$ cat config.mk
export PLATFORM = sky130hd
export DESIGN_NAME = dynamic_priority_scheduler
export DESIGN_NICKNAME = d
export VERILOG_FILES = /design/src/hdl/dps_pkg.sv /design/src/hdl/dps_mem.sv /design/src/hdl/dps_ctrl.sv /design/src/hdl/dynamic_priority_scheduler.sv
export SDC_FILE = /design/constraint.sdc
export NUM_CORES = 1
export LEC_CHECK = 0
export BUFFER_PORTS_ARGS = -buffer_cell sky130_fd_sc_hd__buf_2
export CORE_ASPECT_RATIO = 0.6
export CORE_UTILIZATION = 45
export CTS_CLUSTER_SIZE = 30
export DETAILED_ROUTE_END_ITERATION = 10
export PLACE_DENSITY_LB_ADDON = 0.3
export SYNTH_ARGS = -nofsm -noshare
export SYNTH_HDL_FRONTEND = slang
export SYNTH_SLANG_ARGS = --single-unit
$ cat constraint.sdc
create_clock -name clk -period 6.74 [get_ports clk]
set_clock_uncertainty 0.05 [all_clocks]
set_input_delay 1.348 -clock clk [delete_from_list [all_inputs] [get_ports clk]]
set_output_delay 1.348 -clock clk [all_outputs]
set_load 0.005 [all_outputs]
$ cat src/hdl/dps_pkg.sv
// Shared types and constants for the dynamic priority scheduler.
package dps_pkg;

	localparam logic MODE_LOAD = 1'b0;
	localparam logic MODE_TICK = 1'b1;

	localparam logic signed [15:0] PRIO_MIN = 16'sh8000;

	typedef enum logic [1:0] {
		ST_IDLE,
		ST_SCAN,
		ST_DRAIN,
		ST_WRITE
	} state_t;

	// one table entry as held in the entry memory
	typedef struct packed {
		logic signed [15:0] run_time;
		logic signed [15:0] prio;
	} entry_t;

	typedef struct packed {
		logic [3:0]         picked_slot;
		logic               idle;
		logic signed [15:0] time_left;
		logic signed [15:0] new_priority;
		logic               finished;
	} res_t;

	typedef struct packed {
		logic busy;
		logic res_valid;
	} ctl_stat_t;

endpackage

$ cat src/hdl/dps_mem.sv
// Entry memory: one write port, one read port, registered read data.
module dps_mem import dps_pkg::*; #(
	parameter int DEPTH = 16,
	parameter int AW    = 4
) (
	input  logic          clk,
	input  logic          we,
	input  logic [AW-1:0] waddr,
	input  entry_t        wdata,
	input  logic          re,
	input  logic [AW-1:0] raddr,
	output entry_t        rdata
);

	entry_t mem [DEPTH];

	always_ff @(posedge clk) begin
		if (we) begin
			mem[waddr] <= wdata;
		end
	end

	always_ff @(posedge clk) begin
		if (re) begin
			rdata <= mem[raddr];
		end
	end

endmodule

$ cat src/hdl/dps_ctrl.sv
// Scheduler sequencer: ready marks, slot scan, best-entry tracking, write-back.
module dps_ctrl import dps_pkg::*; #(
	parameter int MAX_PROCS = 16,
	parameter int AW        = 4,
	parameter int NW        = 5
) (
	input  logic               clk,
	input  logic               arst_n,
	input  logic               cfg_wr_en,
	input  logic [4:0]         cfg_wr_data,
	input  logic               start,
	input  logic               mode,
	input  logic [3:0]         slot,
	input  logic signed [15:0] run_time,
	input  logic signed [15:0] priority_req,
	output ctl_stat_t          stat,
	output res_t               res,
	output logic               mem_we,
	output logic [AW-1:0]      mem_waddr,
	output entry_t             mem_wdata,
	output logic               mem_re,
	output logic [AW-1:0]      mem_raddr,
	input  entry_t             mem_rdata
);

	state_t state_q, state_d;

	logic [4:0]           active_slots_q;
	logic [NW-1:0]        n_clamp;
	logic [NW-1:0]        n_q;
	logic [AW-1:0]        cnt_q;
	logic                 scan_last;
	logic [MAX_PROCS-1:0] ready_q;

	logic                 vld_s1;
	logic                 rdy_s1;
	logic [AW-1:0]        idx_s1;

	logic                 found_q;
	logic [AW-1:0]        best_idx_q;
	logic signed [15:0]   best_time_q;
	logic signed [15:0]   best_prio_q;
	logic                 take;

	logic signed [15:0]   t_new;
	logic signed [15:0]   p_new;
	logic                 fin;
	logic                 load_ok;
	logic                 load_go;
	logic                 tick_go;

	always_comb begin
		if (32'(active_slots_q) > MAX_PROCS) begin
			n_clamp = NW'(MAX_PROCS);
		end else begin
			n_clamp = NW'(active_slots_q);
		end
	end

	assign scan_last = (NW'(cnt_q) + NW'(1)) == n_q;
	assign load_ok   = 32'(slot) < MAX_PROCS;
	assign load_go   = start && (mode == MODE_LOAD);
	assign tick_go   = start && (mode == MODE_TICK);

	// strict compare keeps the lowest slot on a tie
	assign take = vld_s1 && rdy_s1 && (!found_q || (mem_rdata.prio > best_prio_q));

	// picked entries are always ready, so their time is above zero here
	assign t_new = best_time_q - 16'sd1;
	assign p_new = (best_prio_q == PRIO_MIN) ? best_prio_q : best_prio_q - 16'sd1;
	assign fin   = t_new <= 16'sd0;

	// next state
	always_comb begin
		state_d = state_q;
		unique case (state_q)
			ST_IDLE: begin
				if (tick_go && (n_clamp != '0)) begin
					state_d = ST_SCAN;
				end
			end
			ST_SCAN: begin
				if (scan_last) begin
					state_d = ST_DRAIN;
				end
			end
			ST_DRAIN: state_d = ST_WRITE;
			ST_WRITE: state_d = ST_IDLE;
			default:  state_d = ST_IDLE;
		endcase
	end

	// outputs
	always_comb begin
		stat.busy      = 1'b1;
		stat.res_valid = 1'b0;
		res            = '0;
		mem_we         = 1'b0;
		mem_waddr      = best_idx_q;
		mem_wdata      = '{run_time: t_new, prio: p_new};
		mem_re         = 1'b0;
		mem_raddr      = cnt_q;
		unique case (state_q)
			ST_IDLE: begin
				stat.busy = 1'b0;
				if (load_go) begin
					stat.res_valid = 1'b1;
					mem_we         = load_ok;
					mem_waddr      = AW'(slot);
					mem_wdata      = '{run_time: run_time, prio: priority_req};
				end else if (tick_go && (n_clamp == '0)) begin
					stat.res_valid = 1'b1;
					res.idle       = 1'b1;
				end
			end
			ST_SCAN: begin
				mem_re = 1'b1;
			end
			ST_DRAIN: begin
			end
			ST_WRITE: begin
				stat.res_valid = 1'b1;
				if (found_q) begin
					mem_we           = 1'b1;
					res.picked_slot  = 4'(best_idx_q);
					res.time_left    = t_new;
					res.new_priority = p_new;
					res.finished     = fin;
				end else begin
					res.idle = 1'b1;
				end
			end
			default: begin
			end
		endcase
	end

	always_ff @(posedge clk or negedge arst_n) begin
		if (!arst_n) begin
			state_q        <= ST_IDLE;
			active_slots_q <= '0;
			ready_q        <= '0;
			cnt_q          <= '0;
			n_q            <= '0;
			vld_s1         <= 1'b0;
			found_q        <= 1'b0;
		end else begin
			state_q <= state_d;
			vld_s1  <= (state_q == ST_SCAN);
			if (cfg_wr_en) begin
				active_slots_q <= cfg_wr_data;
			end
			if (state_q == ST_IDLE) begin
				cnt_q   <= '0;
				n_q     <= n_clamp;
				found_q <= 1'b0;
				if (load_go && load_ok) begin
					ready_q[AW'(slot)] <= run_time > 16'sd0;
				end
			end
			if (state_q == ST_SCAN) begin
				cnt_q <= cnt_q + AW'(1);
			end
			if (take) begin
				found_q <= 1'b1;
			end
			if ((state_q == ST_WRITE) && found_q) begin
				ready_q[best_idx_q] <= !fin;
			end
		end
	end

	always_ff @(posedge clk) begin
		idx_s1 <= cnt_q;
		rdy_s1 <= ready_q[cnt_q];
		if (take) begin
			best_idx_q  <= idx_s1;
			best_time_q <= mem_rdata.run_time;
			best_prio_q <= mem_rdata.prio;
		end
	end

endmodule

$ cat src/hdl/dynamic_priority_scheduler.sv
// A load request writes one table slot and returns an all-zero result in the cycle after
// it is taken. A tick request scans slots 0 to n-1 (n = active_slots, capped at MAX_PROCS)
// through the single read port of the entry memory, one slot per cycle, then passes a drain
// state, then writes the winner back (no scan if n is zero). The highest ready priority wins,
// ties go to the lowest slot, and an idle result is given when nothing is ready. Results sit
// in an output register, so a new request is taken while the previous result is removed.
// active_slots may be written only while no request is in flight.
module dynamic_priority_scheduler import dps_pkg::*; #(
	parameter int MAX_PROCS = 16
) (
	input  logic               clk,
	input  logic               arst_n,
	input  logic               cfg_wr_en,
	input  logic [4:0]         cfg_wr_data,
	input  logic               in_valid,
	output logic               in_stall,
	input  logic               mode,
	input  logic [3:0]         slot,
	input  logic signed [15:0] run_time,
	input  logic signed [15:0] priority_req,
	output logic               out_valid,
	input  logic               out_stall,
	output logic [3:0]         picked_slot,
	output logic               idle,
	output logic signed [15:0] time_left,
	output logic signed [15:0] new_priority,
	output logic               finished
);

	localparam int AW = (MAX_PROCS > 1) ? $clog2(MAX_PROCS) : 1;
	localparam int NW = $clog2(MAX_PROCS + 1);

	ctl_stat_t     stat;
	res_t          res;
	res_t          out_q;
	logic          out_valid_q;
	logic          start;
	logic          mem_we;
	logic [AW-1:0] mem_waddr;
	entry_t        mem_wdata;
	logic          mem_re;
	logic [AW-1:0] mem_raddr;
	entry_t        mem_rdata;

	assign in_stall = stat.busy || (out_valid_q && out_stall);
	assign start    = in_valid && !in_stall;

	dps_ctrl #(
		.MAX_PROCS (MAX_PROCS),
		.AW        (AW),
		.NW        (NW)
	) u_ctrl (
		.clk          (clk),
		.arst_n       (arst_n),
		.cfg_wr_en    (cfg_wr_en),
		.cfg_wr_data  (cfg_wr_data),
		.start        (start),
		.mode         (mode),
		.slot         (slot),
		.run_time     (run_time),
		.priority_req (priority_req),
		.stat         (stat),
		.res          (res),
		.mem_we       (mem_we),
		.mem_waddr    (mem_waddr),
		.mem_wdata    (mem_wdata),
		.mem_re       (mem_re),
		.mem_raddr    (mem_raddr),
		.mem_rdata    (mem_rdata)
	);

	dps_mem #(
		.DEPTH (MAX_PROCS),
		.AW    (AW)
	) u_mem (
		.clk   (clk),
		.we    (mem_we),
		.waddr (mem_waddr),
		.wdata (mem_wdata),
		.re    (mem_re),
		.raddr (mem_raddr),
		.rdata (mem_rdata)
	);

	// the output slot is always free or being emptied when a result arrives
	always_ff @(posedge clk or negedge arst_n) begin
		if (!arst_n) begin
			out_valid_q <= 1'b0;
		end else if (stat.res_valid) begin
			out_valid_q <= 1'b1;
		end else if (!out_stall) begin
			out_valid_q <= 1'b0;
		end
	end

	always_ff @(posedge clk) begin
		if (stat.res_valid) begin
			out_q <= res;
		end
	end

	assign out_valid    = out_valid_q;
	assign picked_slot  = out_q.picked_slot;
	assign idle         = out_q.idle;
	assign time_left    = out_q.time_left;
	assign new_priority = out_q.new_priority;
	assign finished     = out_q.finished;

endmodule

* Word level (Yosys, flattened, before mapping)
Memories as Yosys holds them, arrays and structs flattened. A register that Yosys moved wholly into a read port is not among the register bits. Index checks and enable logic that the tools add are counted.
Word-level totals: register bits 114, bits of input ports 47, RAM bits 512, memories kept 1, output and inout bits 40
Cells by class: bitwise logic cells 1, equality and inequality tests 8, multiplexer cells 39, magnitude comparators 9, add/sub/neg operators 4, reduce and logical (&&, ||, !) cells 23
Memories:
- u_mem.mem | depth 16, width 32, read ports 1, clocked after memory_dff 1, wr ports 1, RTL line dps_mem.sv:15 | entry_t mem [DEPTH];
Operator list (number):
- $mux W16 | 4
- $mux W32 | 2
- $bwmux W16 | 2
- $sub A16 B2 Y16 const B | 2
- $mux W1 | 17
- $eq A16 B16 Y1 const B | 1
- $gt A16 B1 Y1 const B | 1
- $gt A16 B16 Y1 | 1
- $le A16 B1 Y1 const B | 1
- $mux W4 | 4
- $lt A4 B5 Y1 const B | 3
- $logic_and A1 B1 Y1 | 11
- $demux W1 S4 | 2
- $ge A4 B1 Y1 const B | 2
- $pmux W2 S4 | 1
- $ne A2 B1 Y1 const B | 3
- $pmux W1 S2 | 3
- $add A4 B1 Y5 const B | 1
- $eq A5 B5 Y1 | 1
- $gt A5 B5 Y1 const B | 1
- $logic_not A5 Y1 | 1
- $mux W5 | 1
- $reduce_bool A5 Y1 | 1
- $add A4 B1 Y4 const B | 1
- 10 further kinds | 17

* Depth between registers and ports, before layout
Gate-level depths: netlist (run 1).
depth after elaboration 11, depth in mapped cells 10

* Modules after synthesis
From an unflattened synthesis (run 1), not the netlist that was laid out.
Second synthesis, totals: cells, all modules 1474, area, all modules 26684.3 sq um
By module, submodules not included:
- dps_mem | area an instance 20155.6 sq um, sequential area each 16335.7 sq um, cells each 838, times used 1
- dps_ctrl | area an instance 5336.4 sq um, sequential area each 2031.9 sq um, cells each 593, times used 1
- dynamic_priority_scheduler | area an instance 1192.4 sq um, sequential area each 1166.1 sq um, cells each 43, times used 1

* Least setup slack after synthesis (run 1)
Ideal clock, no wire load.
path type register -> register, start register u_ctrl.best_prio_q[14], end register u_ctrl.best_idx_q[0] (enable), arrival time 4209 ps, period minus slack after synthesis 4750 ps, library setup time 492 ps, buffers on the path 0, stages on the path, launching flop included 8, slack 1990 ps, cells stage by stage edfxtp_1 inv_1 ha_1 nand4_1 nor3_1 a21boi_0 nor4_1 a221oi_1
On the way: cells in the longest elaborated chain, start to end 3
Ends and longest elaborated chain:
- from (decl) | RTL line dps_ctrl.sv:42 | logic signed [15:0] best_prio_q;
- from (signal assigned) | RTL line dps_ctrl.sv:179 | best_prio_q <= mem_rdata.prio;
- $gt A16 B16 Y1 | RTL line dps_ctrl.sv:66 | assign take = vld_s1 && rdy_s1 && (!found_q || (mem_rdata.prio > best_prio_q));
- $logic_or A1 B1 Y1 | RTL line dps_ctrl.sv:66
- $logic_and A1 B1 Y1 | RTL line dps_ctrl.sv:66
- via u_ctrl.take | RTL line dps_ctrl.sv:43 | logic take;
- to (signal assigned) | RTL line dps_ctrl.sv:177 | best_idx_q <= idx_s1;
- to (decl) | RTL line dps_ctrl.sv:40 | logic [AW-1:0] best_idx_q;
The timed path passes the listed nets, and every way through them passes these cells. A chain may end at the register's enable or synchronous reset.

==> out/summary.txt, run 1 <==
status - complete, no violations
slowest cell on the critical path - a21oi_1
post-cts resize count - 0
Max-Cap Viols - 0
Comb power frac - 0.5%
Initial Util - 46.0%
Placed Cells - 2398
period utilization - 56.0%
Async SR Flop Fraction - 5.32%
Synth area leaders - edfxtp_1 70%, mux4_2 5.6%, mux2i_1 5.3%, dfrtp_1 3.3%, a21oi_1 1.5%
min cycle time layout - 3770 ps
die width - 316 um
CP peak stage delay - 1080 ps
DR pass1 iterations - 5
fin nets - 1759
Bufs on Longest Clock Path - 3
sequential share of power - 56.3%
Iteration-0 DRC Markers - 1472
Via density - 5.78
core box area - 0.0579 mm^2
vias - 14500
DRC - 0
DRT Wirelength - 61900 um
I/O Pins - 87
hold path startpoint - u_ctrl.idx_s1[2]
# clock sinks - 658
Synth Flop Type - edfxtp_1
Area Overhead vs Synth - 12.9%
Final Wtd Congestion - 0.870
switching power - 1.49 mW
worst-path fanout max - 16
Yosys top cell by area - edfxtp_1
FMAX - 0.265 GHz
crit path DAT - 3930 ps
FILL cells - 4612
final slew viol count - 0
layout cell share with drive strength beyond 1 - 19.4%
commonest non-fill, non-tap cell in the layout - edfxtp_1
ANT cells - 0
Overall Global Routing Usage - 20.8%
global-route wire length before repair - 91800 um
Placement Rows - 68
final setup vio count - 0
Clock Power Share - 43.2%
worst r2r src - u_ctrl.best_prio_q[10]
crit path kind - reg2reg
cell count after synthesis - 1587
Die ar. - 0.0602 mm^2
Worst-Margin Slew - 1390 ps
final setup margin - 2970 ps
Final Non-Filler Cells - 2505
pwr/cell area - 260 mW/mm^2
Switching Share - 19.0%
wire per inst - 24.7 um
Mean Syn Cell Area - 16.8 um^2
internal power - 6.34 mW
share of the synthesized area in the top cell type - 69.7%
post-DP HPWL - 37100 um
unrepaired setup endpoints after global routing - false
dpl ws - 2500 ps
Post-CTS Setup Bufs - 0
final setup TNS - 0 ps
final core occ - 51.9%
largest net degree at the start of global routing - 103
relative slew slack - 7.62%
sequential fraction of the synthesis area - 73.3%
worst min-delay path category - reg2reg
Overall Power - 7.82 mW
hold-fix buffer count after cts - 0
GR Overflow Total - 0
Clk pin slew, worst setup/hold paths - 70 ps
most frequent CP cell - or4_4
vias in the first global route - 14300
Synth Cell Area - 0.0266 mm^2
Synth Net Count - 1659
clk root buf - clkbuf_16
CTS buffer count - 57
final hold vios - 0
H-tree Lvls - 2
Synthesis Warnings - 0
EDFF count, synth - 618
Worst EP required - 6890 ps
Cell Chain, Critical Path - or4_4 > or4_4 > o211ai_1 > nor2_1 > xnor2_1 > a21oi_1
critical path capture point type - flop
Die Ht - 190 um
most frequent cells in the layout - 618 x edfxtp_1, 141 x mux2i_1, 98 x nand2_1
PortBufs - 86
maximum VDD drop - 200 uV
Clk Latency, worst-skew pair - 600 ps
Yosys cell types - 61
CP startpoint kind - flop
Leak - 8.96 nW
initial antenna violation count - 0
CTS tree - built
synthesized flop and latch total - 658
CP startpoint - u_ctrl.best_prio_q[10]
DRT antenna net count - 0
synth_stat cells (2+ instances only):
cell type	number
nor4_1	9
o211ai_1	2
ha_1	25
a211oi_1	2
and4_1	2
nand2b_1	6
a21o_1	7
buf_2	16
o2bb2ai_1	3
and3_1	7
xnor2_1	18
nor3_1	18
mux2_2	30
a22oi_1	33
a221oi_1	36
xor2_1	9
or4_4	3
nand4_1	7
dfrtp_1	35
nor2_1	104
a21oi_1	79
or3_1	2
inv_1	27
nor2b_1	9
a31oi_1	4
o21ai_0	60
mux4_2	66
edfxtp_1	618
nor3b_1	3
nand2_1	99
dfxtp_1	5
a22o_1	4
buf_1	13
and2_1	4
clkbuf_1	47
mux2i_1	141
nand3_1	10
worst max-delay path: cells and delay by family (launching register included):
kind,cells,cell delay [ps]
xor+xnor,1,160
compound gates,2,1530
simple gates,3,1190
flops,1,430
state kept, by name (all words and copies together) (netlist names):
name,cells
out_valid,1
time_left,16
picked_slot,4
u_mem.rdata,32
finished,1
u_ctrl.best_idx_q,4
u_ctrl.ready_q,16
u_mem.mem,512
u_ctrl.best_time_q,16
u_ctrl.found_q,1
u_ctrl.mem_raddr,4
idle,1
u_ctrl.best_prio_q,16
u_ctrl.idx_s1,4
new_priority,16
u_ctrl.vld_s1,1
u_ctrl.active_slots_q,5
u_ctrl.rdy_s1,1
u_ctrl.state_q,2
u_ctrl.n_q,5
area by class of cell:
cell class,count,area (um^2),area share (%)
clock inverter,38,400,1.33
sequential,658,19500,65.0
multi-input combinational,826,6860,22.8
timing repair buffer,117,676,2.25
inverter,27,101,0.337
clock buffer,69,1520,5.07
tap,770,963,3.20
kinds of logic after synthesis:
family	after synthesis	share of synthesized area, %
DFF	658	73.3
and+or+nand+nor	297	5.25
AOI/OAI and AO/OA	240	5.67
muxes	237	12.1
buffers and inverters	103	1.53
xor gates and xnor gates	27	0.888
adders and majority gates	25	1.17
stage by stage:
stage | hold slack, ps | instance area (um^2)
finish | 356 | 30100
global route | 366 | 30100
floorplan | 295 | 26600
detailed placement | 340 | 28100
CTS | 357 | 30100
global placement | 337 | 28100
power groups by stage:
| stage | sequential (mW) | clock (mW) | combinational (mW) |
|---|---|---|---|
| final | 4.41 | 3.38 | 0.0363 |
| after global routing | 4.40 | 3.59 | 0.0394 |
| after CTS | 4.40 | 3.44 | 0.0366 |
| after detailed placement | 4.49 | 0 | 0.0365 |
| after global placement | 4.49 | 0 | 0.0357 |
| after floorplan | 4.49 | 0 | 0.00750 |
per-layer routing:
metal / track usage (%) / vias up / wire (um)
met1: 32.1 / 7417 / 29100
met3: 4.30 / 92 / 4680
li1: - / 6443 / -
met2: 30.6 / 539 / 27000
met4: 4.18 / 0 / 1150
met5: 0 / - / 0
worst paths after layout:
| check | end | slack, ps | cells past startpoint |
|---|---|---|---|
| hold / removal | u_ctrl.best_idx_q[2] | 360 | 0 |
| min in group asynchronous | out_valid | 790 | 1 |
| setup / recovery | u_mem.mem[6][4] | 2970 | 6 |
| max in group asynchronous | u_ctrl.mem_raddr[1] | 5220 | 1 |
| setup reg to reg | u_mem.mem[6][4] | 2970 | 6 |
| hold reg to reg | u_ctrl.best_idx_q[2] | 360 | 0 |
No activity file was read; power rests on OpenSTA's default activity.
==> run 2, diff against run 1 <==
- clock period: 6.74 -> 3.25 ns (I/O delays scaled with it)
==> out/summary.txt, run 2 (synthesis results as in run 1) <==
GR Overflow Total - 0
CP peak stage delay - 820 ps
Post-CTS Setup Bufs - 0
Worst EP required - 3480 ps
clk root buf - clkbuf_16
vias - 15100
dpl ws - -62.5 ps
pwr/cell area - 529 mW/mm^2
# clock sinks - 658
Die Ht - 190 um
die width - 316 um
vias in the first global route - 14800
layout cell share with drive strength beyond 1 - 22.0%
Final Wtd Congestion - 0.873
Bufs on Longest Clock Path - 3
Leak - 9.29 nW
Initial Util - 46.0%
post-DP HPWL - 39100 um
largest net degree at the start of global routing - 99
PortBufs - 86
DRC - 0
worst r2r path cells - 5
Reg with most FFs - u_mem.mem
min cycle time layout - 3070 ps
CP startpoint kind - flop
placed inst area - 0.0287 mm^2
CTS tree - built
initial antenna violation count - 3
Die ar. - 0.0602 mm^2
Via density - 5.89
commonest non-fill, non-tap cell in the layout - edfxtp_1
Reg2Reg Setup Slack - 180 ps
worst min-delay path category - in2async
DRT antenna net count - 0
Cell Chain, Critical Path - or4_4 > nand2b_4 > or4b_4 > xnor2_1 > a21oi_1
DR pass1 iterations - 5
I/O Pins - 87
H-tree Lvls - 2
fin nets - 1812
worst-path fanout max - 16
FMAX - 0.326 GHz
CTS buffer count - 58
Clk Latency, worst-skew pair - 620 ps
Crit Reg-Reg Endpoint - u_mem.mem[9][10]
period utilization - 94.4%
DRT Wirelength - 65200 um
Max-Cap Viols - 0
Clk pin slew, worst setup/hold paths - 70 ps
hold-fix buffer count after cts - 0
relative slew slack - 21.1%
most frequent cells in the layout - 618 x edfxtp_1, 141 x mux2i_1, 98 x nand2_1
unrepaired setup endpoints after global routing - false
crit path DAT - 3300 ps
FILL cells - 4582
slowest cell on the critical path - a21oi_1
final setup TNS - 0 ps
Final Non-Filler Cells - 2559
maximum VDD drop - 389 uV
final slew viol count - 0
max reg flops - 512
hold slack - 94.0 ps
Iteration-0 DRC Markers - 1395
critical path capture point type - flop
Placement Rows - 68
crit path kind - reg2reg
Worst-Margin Slew - 1180 ps
final core occ - 53.0%
largest registers - u_mem.mem x512, u_mem.rdata x32
final setup vio count - 0
Overall Power - 16.2 mW
Overall Global Routing Usage - 21.9%
Area Overhead vs Synth - 15.3%
global-route wire length before repair - 96500 um
final hold vios - 0
worst r2r src - u_ctrl.best_prio_q[6]
Placed Cells - 2449
status - complete, no violations
final setup margin - 183 ps
fin area - 0.0307 mm^2
core box area - 0.0579 mm^2
wire per inst - 25.5 um
run 2: changes by cell type in the layout (fill, tap and decap cells not counted), moves of 7 or more:
cell,change
buf_12,+18
buf_4,+34
a21oi_1,-7
a21oi_2,+7
run 2: worst max-delay path, delay by kind of cell (launching register included):
kind,cells,cell delay [ps]
xor+xnor,1,170
flops,1,430
simple gates,3,1260
compound gates,1,820
run 2: area by class of cell:
| cell class | count | area (um^2) | share of cell area (%) |
|---|---|---|---|
| clock buffers | 70 | 1520 | 4.94 |
| well taps | 770 | 963 | 3.14 |
| clock inverters | 37 | 408 | 1.33 |
| inverters | 27 | 101 | 0.330 |
| repair buffers | 169 | 1290 | 4.20 |
| flip-flops and latches | 658 | 19500 | 63.6 |
| multi-input cells | 826 | 6890 | 22.4 |
| diodes | 2 | 5.00 | 0.0163 |
run 2: repair_timing:
action,4_1_cts,5_1_grt
setup endpoints to repair,62,96
hold endpoints to repair,0,0
gates cloned,0,0
gates resized for setup,4,6
run 2: worst max path at each step:
stage,start,endpoint,slack [ps],cells past startpoint
after floorplan,out_stall,u_mem.mem[9][0],-90,5
after global placement,u_ctrl.best_prio_q[13],u_mem.mem[2][0],50,5
after detailed placement,u_ctrl.best_prio_q[13],u_mem.mem[4][0],-60,5
after CTS,u_ctrl.best_prio_q[13],u_mem.mem[15][8],10,7
after global routing,u_ctrl.best_prio_q[6],u_mem.mem[2][10],30,5
final,u_ctrl.best_prio_q[6],u_mem.mem[9][10],180,5
run 2: report_power, final:
group	internal, mW	switching (mW)
clock	3.97	3.06
sequential	9.13	0.00627
combinational	0.0325	0.0460
run 2: per-layer routing:
metal | share of wire [%] | GRT usage, %
met4 | 2.1 | 4.57
met5 | 0 | 0
met1 | 46 | 32.9
met2 | 45 | 33.4
met3 | 7.5 | 4.25
